<file path="config.mk">
export PLATFORM = sky130hd
export DESIGN_NAME = contact_temperature_qualifier_unit_flat
export DESIGN_NICKNAME = d
export VERILOG_FILES = /design/src/rtl/ctq_pkg.sv /design/src/rtl/ctq_in_if.sv /design/src/rtl/ctq_out_if.sv /design/src/rtl/contact_temperature_qualifier_unit.sv /design/src/rtl/ctq_ram.sv /design/src/flat_wrapper.sv
export SDC_FILE = /design/constraint.sdc
export NUM_CORES = 2
export LEC_CHECK = 0
export ABC_AREA = 1
export BUFFER_PORTS_ARGS = -buffer_cell sky130_fd_sc_hd__buf_2
export CAP_MARGIN = 15
export CORE_AREA = 5 5 315 317
export DETAILED_ROUTE_END_ITERATION = 6
export DIE_AREA = 0 0 320 322
export MAX_ROUTING_LAYER = met4
export PLACE_DENSITY = 0.77
export REMOVE_ABC_BUFFERS = 1
export SKIP_LAST_GASP = 1
export SLEW_MARGIN = 5
export SYNTH_ARGS = -nofsm -noshare
export SYNTH_HDL_FRONTEND = slang
export SYNTH_SLANG_ARGS = --single-unit
</file>
<file path="constraint.sdc">
create_clock -name i_clk -period 14.3 [get_ports i_clk]
set_input_delay 3.575 -clock i_clk [delete_from_list [all_inputs] [get_ports i_clk]]
set_output_delay 3.575 -clock i_clk [all_outputs]
set_load 0.01 [all_outputs]
</file>
<file path="src/rtl/ctq_pkg.sv">
// ----------------------------------------------------------------------------
// ctq_pkg
// Shared types and constants of the contact temperature qualifier.
// ----------------------------------------------------------------------------
package ctq_pkg;

    // Window length; the floor mean is an arithmetic shift, so this stays a
    // power of two.
    localparam int WIN_SIZE = 8;
    localparam int WIN_AW   = $clog2(WIN_SIZE);
    localparam int SUM_W    = 16 + WIN_AW;

    localparam logic signed [15:0] TEMP_MIN_RAW = -16'sd10240;
    localparam logic signed [15:0] TEMP_MAX_RAW = 16'sd32000;
    localparam logic [16:0]        ALPHA_ONE    = 17'd65536;

    // Configuration register indexes.
    localparam logic [2:0] CFG_ALPHA   = 3'd0;
    localparam logic [2:0] CFG_ON      = 3'd1;
    localparam logic [2:0] CFG_OFF     = 3'd2;
    localparam logic [2:0] CFG_OFFSET  = 3'd3;
    localparam logic [2:0] CFG_MIN_MS  = 3'd4;
    localparam logic [2:0] CFG_LIMIT   = 3'd5;
    localparam logic [2:0] CFG_RECOVER = 3'd6;

    typedef enum logic [2:0] {
        S_IDLE,
        S_EVAL,
        S_SCAN,
        S_FIN,
        S_DONE
    } t_state;

endpackage

</file>
<file path="src/rtl/ctq_in_if.sv">
// ----------------------------------------------------------------------------
// ctq_in_if
// Sample channel: read-ok flag, raw temperature and timestamp.
// ----------------------------------------------------------------------------
interface ctq_in_if;
    logic               valid;
    logic               ready;
    logic               sample_ok;
    logic signed [15:0] raw_temp;
    logic [31:0]        now_ms;

    modport source (output valid, sample_ok, raw_temp, now_ms, input ready);
    modport sink   (input valid, sample_ok, raw_temp, now_ms, output ready);
endinterface

</file>
<file path="src/rtl/ctq_out_if.sv">
// ----------------------------------------------------------------------------
// ctq_out_if
// Result channel: qualification status and counters for one sample.
// ----------------------------------------------------------------------------
interface ctq_out_if;
    logic               valid;
    logic               ready;
    logic               temp_valid;
    logic               contact;
    logic               body_qualified;
    logic signed [16:0] body_temp;
    logic signed [15:0] stable_temp;
    logic [15:0]        stability_range;
    logic [31:0]        contact_time_ms;
    logic [31:0]        error_total;
    logic [31:0]        good_total;
    logic               recover_request;

    modport source (output valid, temp_valid, contact, body_qualified, body_temp,
                    stable_temp, stability_range, contact_time_ms,
                    error_total, good_total, recover_request, input ready);
    modport sink   (input valid, temp_valid, contact, body_qualified, body_temp,
                    stable_temp, stability_range, contact_time_ms,
                    error_total, good_total, recover_request, output ready);
endinterface

</file>
<file path="src/rtl/contact_temperature_qualifier_unit.sv">
// ----------------------------------------------------------------------------
// contact_temperature_qualifier_unit
// Qualifies skin contact temperature from raw sensor samples.
// ----------------------------------------------------------------------------
// Each sample yields one result transaction. A sample that fails or lies
// outside -40..125 degC, one that updates the baseline and one that does
// not complete the window pass from evaluation straight to delivery; one
// that completes the window first walks the window RAM, which gives one
// entry a cycle through a registered read, and then closes the walk in a
// finish state. A new sample is taken while a finished result still waits
// in the output register; the following result then waits until the
// output register is free.
module contact_temperature_qualifier_unit (
    input  logic        i_clk,
    input  logic        i_rst_n,
    input  logic        i_cfg_we,
    input  logic [2:0]  i_cfg_idx,
    input  logic [31:0] i_cfg_data,
    ctq_in_if.sink      i_in,
    ctq_out_if.source   o_out
);
    import ctq_pkg::*;

    // Configuration registers.
    logic [16:0]        r_alpha;
    logic [14:0]        r_on_delta, r_off_delta;
    logic signed [12:0] r_offset;
    logic [31:0]        r_min_ms;
    logic [15:0]        r_limit;
    logic [7:0]         r_recover;

    always_ff @(posedge i_clk) begin
        if (!i_rst_n) begin
            r_alpha     <= 17'd2621;
            r_on_delta  <= 15'd307;
            r_off_delta <= 15'd154;
            r_offset    <= 13'sd691;
            r_min_ms    <= 32'd8000;
            r_limit     <= 16'd46;
            r_recover   <= 8'd3;
        end else if (i_cfg_we) begin
            case (i_cfg_idx)
                CFG_ALPHA:   r_alpha     <= i_cfg_data[16:0];
                CFG_ON:      r_on_delta  <= i_cfg_data[14:0];
                CFG_OFF:     r_off_delta <= i_cfg_data[14:0];
                CFG_OFFSET:  r_offset    <= $signed(i_cfg_data[12:0]);
                CFG_MIN_MS:  r_min_ms    <= i_cfg_data;
                CFG_LIMIT:   r_limit     <= i_cfg_data[15:0];
                CFG_RECOVER: r_recover   <= i_cfg_data[7:0];
                default: ;
            endcase
        end
    end

    // Tracking state and registered sample.
    t_state              r_state, n_state;
    logic                r_ok;
    logic signed [15:0]  r_t;
    logic [31:0]         r_now;
    logic signed [31:0]  r_base, n_base;
    logic                r_contact, n_contact;
    logic [31:0]         r_start, n_start;
    logic [WIN_AW-1:0]   r_pos, n_pos;
    logic [WIN_AW:0]     r_fill, n_fill;
    logic                r_qual, n_qual;
    logic signed [15:0]  r_hstable, n_hstable;
    logic signed [16:0]  r_hbody, n_hbody;
    logic [15:0]         r_hrange, n_hrange;
    logic [31:0]         r_elapsed, n_elapsed;
    logic                r_last_ok, n_last_ok;
    logic [31:0]         r_errors, n_errors;
    logic [31:0]         r_goods, n_goods;
    logic [7:0]          r_err_run, n_err_run;
    logic [WIN_AW:0]     r_cnt, n_cnt;
    logic                r_rd_vld, n_rd_vld;
    logic signed [SUM_W-1:0] r_sum, n_sum;
    logic signed [15:0]  r_lo, n_lo, r_hi, n_hi;
    logic                r_out_vld, n_out_vld;

    // Window RAM port.
    logic                ram_we;
    logic [WIN_AW-1:0]   ram_addr;
    logic [15:0]         ram_rdata;

    ctq_ram #(.W(16), .D(WIN_SIZE)) u_win (
        .i_clk   (i_clk),
        .i_we    (ram_we),
        .i_addr  (ram_addr),
        .i_wdata (r_t),
        .o_rdata (ram_rdata)
    );

    logic slot_free;
    assign slot_free  = !r_out_vld || o_out.ready;
    assign i_in.ready = (r_state == S_IDLE);

    // Baseline arithmetic for the registered sample.
    logic signed [31:0] tq, base_eff;
    logic signed [32:0] delta;
    logic [16:0]        alpha_sat;
    logic signed [50:0] prod;
    logic signed [34:0] scaled;
    logic               in_range, on_hit, off_hit;
    logic signed [SUM_W-1:0] mean_w;
    logic signed [15:0] mean;
    logic signed [16:0] rng;

    always_comb begin
        tq        = {r_t, 16'd0};
        base_eff  = (r_base <= 0) ? tq : r_base;
        delta     = {tq[31], tq} - {base_eff[31], base_eff};
        alpha_sat = (r_alpha > ALPHA_ONE) ? ALPHA_ONE : r_alpha;
        prod      = delta * $signed({1'b0, alpha_sat});
        scaled    = prod[50:16];
        in_range  = r_ok && (r_t >= TEMP_MIN_RAW) && (r_t <= TEMP_MAX_RAW);
        on_hit    = delta >= $signed({2'b00, r_on_delta, 16'd0});
        off_hit   = delta < $signed({2'b00, r_off_delta, 16'd0});
        mean_w    = r_sum >>> WIN_AW;
        mean      = mean_w[15:0];
        rng       = {r_hi[15], r_hi} - {r_lo[15], r_lo};
    end

    // Sequencer: evaluate, walk the window, finish, deliver.
    always_comb begin
        n_state   = r_state;
        n_base    = r_base;
        n_contact = r_contact;
        n_start   = r_start;
        n_pos     = r_pos;
        n_fill    = r_fill;
        n_qual    = r_qual;
        n_hstable = r_hstable;
        n_hbody   = r_hbody;
        n_hrange  = r_hrange;
        n_elapsed = r_elapsed;
        n_last_ok = r_last_ok;
        n_errors  = r_errors;
        n_goods   = r_goods;
        n_err_run = r_err_run;
        n_cnt     = r_cnt;
        n_rd_vld  = 1'b0;
        n_sum     = r_sum;
        n_lo      = r_lo;
        n_hi      = r_hi;
        n_out_vld = r_out_vld && !o_out.ready;
        ram_we    = 1'b0;
        ram_addr  = r_pos;
        case (r_state)
            S_IDLE: begin
                if (i_in.valid && i_in.ready) begin
                    n_state = S_EVAL;
                end
            end
            S_EVAL: begin
                n_state = S_DONE;
                if (!in_range) begin
                    n_last_ok = 1'b0;
                    n_errors  = r_errors + 32'd1;
                    if (r_err_run != 8'hFF) begin
                        n_err_run = r_err_run + 8'd1;
                    end
                end else begin
                    n_last_ok = 1'b1;
                    n_err_run = 8'd0;
                    n_goods   = r_goods + 32'd1;
                    n_base    = base_eff;
                    if (!r_contact) begin
                        n_base    = base_eff + scaled[31:0];
                        n_qual    = 1'b0;
                        n_hbody   = '0;
                        n_hstable = '0;
                        n_elapsed = '0;
                        if (on_hit) begin
                            n_contact = 1'b1;
                            n_start   = r_now;
                            n_pos     = '0;
                            n_fill    = '0;
                            n_hrange  = '0;
                        end
                    end else begin
                        n_elapsed = r_now - r_start;
                        ram_we    = 1'b1;
                        n_pos     = r_pos + 1'b1;
                        if (r_fill != (WIN_AW+1)'(WIN_SIZE)) begin
                            n_fill = r_fill + 1'b1;
                        end
                        if (off_hit) begin
                            n_contact = 1'b0;
                            n_qual    = 1'b0;
                            n_hbody   = '0;
                            n_hstable = '0;
                            n_elapsed = '0;
                            n_pos     = '0;
                            n_fill    = '0;
                            n_hrange  = '0;
                        end else if (n_fill == (WIN_AW+1)'(WIN_SIZE)) begin
                            n_state = S_SCAN;
                            n_cnt   = '0;
                            n_sum   = '0;
                            n_lo    = 16'sh7FFF;
                            n_hi    = -16'sh8000;
                        end
                    end
                end
            end
            S_SCAN: begin
                // Issue one read a cycle, fold in the data of the last one.
                ram_addr = r_cnt[WIN_AW-1:0];
                if (r_cnt != (WIN_AW+1)'(WIN_SIZE)) begin
                    n_rd_vld = 1'b1;
                    n_cnt    = r_cnt + 1'b1;
                end
                if (r_rd_vld) begin
                    n_sum = r_sum + SUM_W'($signed(ram_rdata));
                    if ($signed(ram_rdata) < r_lo) n_lo = $signed(ram_rdata);
                    if ($signed(ram_rdata) > r_hi) n_hi = $signed(ram_rdata);
                end else if (r_cnt == (WIN_AW+1)'(WIN_SIZE)) begin
                    n_state = S_FIN;
                end
            end
            S_FIN: begin
                n_state  = S_DONE;
                n_hrange = rng[15:0];
                if (r_elapsed < r_min_ms || rng[15:0] > r_limit) begin
                    n_qual = 1'b0;
                end else begin
                    n_qual    = 1'b1;
                    n_hstable = mean;
                    n_hbody   = {mean[15], mean} + 17'(r_offset);
                end
            end
            S_DONE: begin
                if (slot_free) begin
                    n_out_vld = 1'b1;
                    n_state   = S_IDLE;
                end
            end
            default: n_state = S_IDLE;
        endcase
    end

    // Control state.
    always_ff @(posedge i_clk) begin
        if (!i_rst_n) begin
            r_state   <= S_IDLE;
            r_base    <= '0;
            r_contact <= 1'b0;
            r_start   <= '0;
            r_pos     <= '0;
            r_fill    <= '0;
            r_qual    <= 1'b0;
            r_hstable <= '0;
            r_hbody   <= '0;
            r_hrange  <= '0;
            r_elapsed <= '0;
            r_last_ok <= 1'b0;
            r_errors  <= '0;
            r_goods   <= '0;
            r_err_run <= '0;
            r_cnt     <= '0;
            r_rd_vld  <= 1'b0;
            r_out_vld <= 1'b0;
        end else begin
            r_state   <= n_state;
            r_base    <= n_base;
            r_contact <= n_contact;
            r_start   <= n_start;
            r_pos     <= n_pos;
            r_fill    <= n_fill;
            r_qual    <= n_qual;
            r_hstable <= n_hstable;
            r_hbody   <= n_hbody;
            r_hrange  <= n_hrange;
            r_elapsed <= n_elapsed;
            r_last_ok <= n_last_ok;
            r_errors  <= n_errors;
            r_goods   <= n_goods;
            r_err_run <= n_err_run;
            r_cnt     <= n_cnt;
            r_rd_vld  <= n_rd_vld;
            r_out_vld <= n_out_vld;
        end
    end

    // Sample capture, window accumulators and the output register.
    always_ff @(posedge i_clk) begin
        if (i_in.valid && i_in.ready) begin
            r_ok  <= i_in.sample_ok;
            r_t   <= i_in.raw_temp;
            r_now <= i_in.now_ms;
        end
        r_sum <= n_sum;
        r_lo  <= n_lo;
        r_hi  <= n_hi;
        if (r_state == S_DONE && slot_free) begin
            o_out.temp_valid      <= r_last_ok;
            o_out.contact         <= r_contact;
            o_out.body_qualified  <= r_qual;
            o_out.body_temp       <= r_hbody;
            o_out.stable_temp     <= r_hstable;
            o_out.stability_range <= r_hrange;
            o_out.contact_time_ms <= r_elapsed;
            o_out.error_total     <= r_errors;
            o_out.good_total      <= r_goods;
            o_out.recover_request <= (r_err_run >= r_recover);
        end
    end

    assign o_out.valid = r_out_vld;
endmodule

</file>
<file path="src/rtl/ctq_ram.sv">
// ----------------------------------------------------------------------------
// ctq_ram
// Generic single-port RAM with a registered read.
// ----------------------------------------------------------------------------
module ctq_ram #(
    parameter int W = 16,
    parameter int D = 8
) (
    input  logic                 i_clk,
    input  logic                 i_we,
    input  logic [$clog2(D)-1:0] i_addr,
    input  logic [W-1:0]         i_wdata,
    output logic [W-1:0]         o_rdata
);
    logic [W-1:0] r_mem [D];
    logic [W-1:0] r_rdata;

    // Write and read one entry per cycle.
    always_ff @(posedge i_clk) begin
        if (i_we) begin
            r_mem[i_addr] <= i_wdata;
        end
        r_rdata <= r_mem[i_addr];
    end

    assign o_rdata = r_rdata;
endmodule
</file>
<file path="src/flat_wrapper.sv">
// flat-port wrapper written by rule: the top's interface ports become plain ports
module contact_temperature_qualifier_unit_flat import ctq_pkg::*;
  (i_clk, i_rst_n, i_cfg_we, i_cfg_idx, i_cfg_data, i_in_valid, i_in_sample_ok, i_in_raw_temp, i_in_now_ms, i_in_ready, o_out_valid, o_out_temp_valid, o_out_contact, o_out_body_qualified, o_out_body_temp, o_out_stable_temp, o_out_stability_range, o_out_contact_time_ms, o_out_error_total, o_out_good_total, o_out_recover_request, o_out_ready);
  ctq_in_if i_in_i ();
  ctq_out_if o_out_i ();
  input  logic i_clk;
  input  logic i_rst_n;
  input  logic i_cfg_we;
  input  logic [2:0] i_cfg_idx;
  input  logic [31:0] i_cfg_data;
  input wire logic [$bits(i_in_i.valid)-1:0] i_in_valid;
  input wire logic [$bits(i_in_i.sample_ok)-1:0] i_in_sample_ok;
  input wire logic [$bits(i_in_i.raw_temp)-1:0] i_in_raw_temp;
  input wire logic [$bits(i_in_i.now_ms)-1:0] i_in_now_ms;
  output wire logic [$bits(i_in_i.ready)-1:0] i_in_ready;
  output wire logic [$bits(o_out_i.valid)-1:0] o_out_valid;
  output wire logic [$bits(o_out_i.temp_valid)-1:0] o_out_temp_valid;
  output wire logic [$bits(o_out_i.contact)-1:0] o_out_contact;
  output wire logic [$bits(o_out_i.body_qualified)-1:0] o_out_body_qualified;
  output wire logic [$bits(o_out_i.body_temp)-1:0] o_out_body_temp;
  output wire logic [$bits(o_out_i.stable_temp)-1:0] o_out_stable_temp;
  output wire logic [$bits(o_out_i.stability_range)-1:0] o_out_stability_range;
  output wire logic [$bits(o_out_i.contact_time_ms)-1:0] o_out_contact_time_ms;
  output wire logic [$bits(o_out_i.error_total)-1:0] o_out_error_total;
  output wire logic [$bits(o_out_i.good_total)-1:0] o_out_good_total;
  output wire logic [$bits(o_out_i.recover_request)-1:0] o_out_recover_request;
  input wire logic [$bits(o_out_i.ready)-1:0] o_out_ready;
  assign i_in_i.valid = i_in_valid;
  assign i_in_i.sample_ok = i_in_sample_ok;
  assign i_in_i.raw_temp = i_in_raw_temp;
  assign i_in_i.now_ms = i_in_now_ms;
  assign i_in_ready = i_in_i.ready;
  assign o_out_valid = o_out_i.valid;
  assign o_out_temp_valid = o_out_i.temp_valid;
  assign o_out_contact = o_out_i.contact;
  assign o_out_body_qualified = o_out_i.body_qualified;
  assign o_out_body_temp = o_out_i.body_temp;
  assign o_out_stable_temp = o_out_i.stable_temp;
  assign o_out_stability_range = o_out_i.stability_range;
  assign o_out_contact_time_ms = o_out_i.contact_time_ms;
  assign o_out_error_total = o_out_i.error_total;
  assign o_out_good_total = o_out_i.good_total;
  assign o_out_recover_request = o_out_i.recover_request;
  assign o_out_i.ready = o_out_ready;
  contact_temperature_qualifier_unit u_core (.i_clk(i_clk), .i_rst_n(i_rst_n), .i_cfg_we(i_cfg_we), .i_cfg_idx(i_cfg_idx), .i_cfg_data(i_cfg_data), .i_in(i_in_i), .o_out(o_out_i));
endmodule
</file>
==> impl_metrics.csv <==
group,metric,value,unit
logic_synthesis,synth_area_leaders,"edfxtp_1 (21%), fa_1 (19%), dfxtp_1 (13%)",
logic_synthesis,async_reset_ff_share,0,%
placed_design,port_buffers,239,
global_route,grt_max_degree,106,
clock_network,clkLatencyLatePin,0.67,ns
logic_synthesis,synth_common_cells,"inv_1 (1255), nand2_1 (1111), nor2_1 (667)",
min_path,hp-class,"flop to flop",
timing,setup_viol,0,
global_route,grt_pass1_wl,250,mm
logic_synthesis,synth.most_common_cell,"inv_1",
timing,hold_viol_final,0,
clock_network,clock-sinks,745,
timing,max_slew.worst_pin.slew,1.26,ns
logic_synthesis,synth_area,0.0550,sq mm
global_route,grt.overflow.total,0,
die,rows,114,
clock_network,cts_buffers,79,
setup_path,path_max_fanout,38,
setup_path,slowest_delay,0.78,ns
clock_network,clk_pin_slew,0.06,ns
timing,slew_viol_final,0,
clock_network,holdBufCountCts,0,
clock_network,tritoncts,"yes",
die,dieHeight,322,microns
clock_network,root_buffer,"clkbuf_16",
layout,layout-drive-gt1-share,8.20,%
setup_path,arrival,13.24,ns
timing,max_freq,78.8,MHz
routing,drt_iter0_markers,4691,
logic_synthesis,yosysWarnings,0,
logic_synthesis,synth_seq_cells,745,
routing,routed_wl,159,mm
placed_design,dp_hpwl,122,mm
die,core-area,0.0960,sq mm
logic_synthesis,synthCells,6417,
clock_network,cts_resized,0,
setup_path,required,14.84,ns
layout,nets,7568,
die,fp.dieW,320,microns
run_status,violations,"DRC",
global_route,antenna_found_initial,10,
routing,vias,45100,
timing,min_period_over_period,88.8,%
routing,wl_per_cell,20.0,microns
timing,setup_tns,0,ns
timing,slew_headroom,16.1,%
timing,rsz0062_at_grt,"false",
routing,first_pass_iters,7,
logic_synthesis,synth_cell_type_count,64,
die,io_pins,240,
routing,drtAntennaViolNets,0,
run_status,status,"complete, but fails checks",
setup_path,cpMaxStageDelayCell,"nand2_2",
setup_path,cpMostUsedCell,"nand2_1",
global_route,first_global_vias,44300,
logic_synthesis,seq_area_frac_synth,34.0,%
clock_network,cts_setup_buffers,0,
die,die_area,0.103,sq mm
setup_path,startpoint_type,"flop",
die,initial_core_util,57.3,%
global_route,grt_use_total,31.7,%
clock_network,clk_path_buf_depth,3,
setup_path,rr_worst_depth,47,
logic_synthesis,avgSynthCellArea,8.58,sq um
clock_network,htree_levels,3,
routing,drc,1,
logic_synthesis,yosysTopAreaCell,"edfxtp_1",
logic_synthesis,synthFlopType,"edfxtp_1",
routing,vias_per_cell,5.67,
logic_synthesis,synth_enable_flop_cells,377,
job,cap_violations,0,
min_path,min_path_cells,0,
placed_design,routabilityCongestion,1.03,
timing,post-route-min-period,12.70,ns
setup_path,cp-end-kind,"flop",
setup_path,critPathKind,"flop to flop",
logic_synthesis,synth_top_area_share,20.6,%
layout,area_growth,9.55,%
timing,skew,0.0469,ns
metal layers:
| metal | global-route usage, % | vias up | share of wire (%) | wire length, microns |
|---|---|---|---|---|
| met1 | 41.2 | 21600 | 40 | 63100 |
| met4 | 13.6 | 0 | 5.2 | 8230 |
| met3 | 6.43 | 478 | 10 | 16200 |
| met2 | 48.8 | 2246 | 45 | 71800 |
| met5 | - | - | 0 | 0 |
| li1 | - | 20800 | - | - |
layout by cell type, fill, tap and decap left out, types with 21 or more instances in the layout:
cell type / count
xnor2_1: 41
o211ai_1: 43
edfxtp_1: 377
buf_2: 238
a21oi_1: 434
nand2_2: 22
nand4_1: 60
nor2_1: 654
fa_1: 519
nor4_1: 27
nor2_2: 24
nor3_1: 67
nand2_1: 1111
o21bai_1: 26
ha_1: 343
buf_4: 65
nand3_1: 170
clkbuf_16: 79
o21ai_0: 301
or2_2: 27
inv_1: 1255
dfxtp_1: 367
o21a_1: 30
clkbuf_1: 21
a31oi_1: 31
xor2_1: 77
through the flow:
stage               utilization [%]  setup slack (ns)  cell area, sq um  instances  hold slack (ns)
finish                         62.8              1.60             60300       7967            0.419
global route                   62.8             0.591             60300       7966            0.439
CTS                            62.8              1.71             60300       7958            0.418
detailed placement             60.0              1.82             57600       7812            0.414
global placement               60.0              2.10             57600       7812            0.413
floorplan                         -              2.77             54200       6232            0.403
final timing paths:
kind                                  start                                   to  slack [ns]
max reg2reg  u_core.r_base[31]$_SDFFE_PN0P_       u_core.r_base[31]$_SDFFE_PN0P_        1.60
min          u_core.r_hbody[4]$_SDFFE_PN0P_  u_core.o_out.body_temp[4]$_DFFE_PP_        0.42
min reg2reg  u_core.r_hbody[4]$_SDFFE_PN0P_  u_core.o_out.body_temp[4]$_DFFE_PP_        0.42
max          u_core.r_base[31]$_SDFFE_PN0P_       u_core.r_base[31]$_SDFFE_PN0P_        1.60
flip-flops by register name, indices dropped and copies added (netlist names), 17 cells and up:
signal and cells:
u_core.o_out.body_temp 17, u_core.o_out.contact_time_ms 32, u_core.o_out.error_total 32, u_core.o_out.good_total 32
u_core.r_alpha 17, u_core.r_base 32, u_core.r_elapsed 32, u_core.r_errors 32
u_core.r_goods 32, u_core.r_hbody 17, u_core.r_min_ms 32, u_core.r_now 32
u_core.r_start 32, u_core.r_sum 19, u_core.u_win.r_mem 128
cells by family (layout without fill, tap and decap cells):
logic type / Yosys count / after routing / synth area share [%]
and+or+nand+nor: 2212 / 2212 / 16.8
buffers and inverters: 1465 / 1730 / 10.2
AOI/OAI and AO/OA: 1013 / 1013 / 10.5
adders and majority gates: 862 / 862 / 26.7
DFF: 745 / 745 / 34.0
xor gates and xnor gates: 120 / 120 / 1.95
other: 0 / 9 / 0
final cells by class:
cell class	count	area, sq um
flip-flops and latches	745	18700
fillers	8008	35700
well taps	1276	1600
diodes	9	22.5
repair buffers	304	1690
inverters	1280	4810
multi-input cells	4207	30800
clock inverters	40	529
clock buffers	106	2140
worst max-delay path, delay by kind of cell (launching register included):
kind | cells | cell delay, ns
DFF | 1 | 0.41
adders and majority gates | 9 | 4.11
xor gates and xnor gates | 1 | 0.40
and+or+nand+nor | 23 | 4.11
AOI/OAI and AO/OA | 6 | 1.56
buffers and inverters | 8 | 1.95
Power is left out: the tool's default activity adds up to more than one toggle a clock period on the data nets, which glitch-free logic cannot reach.
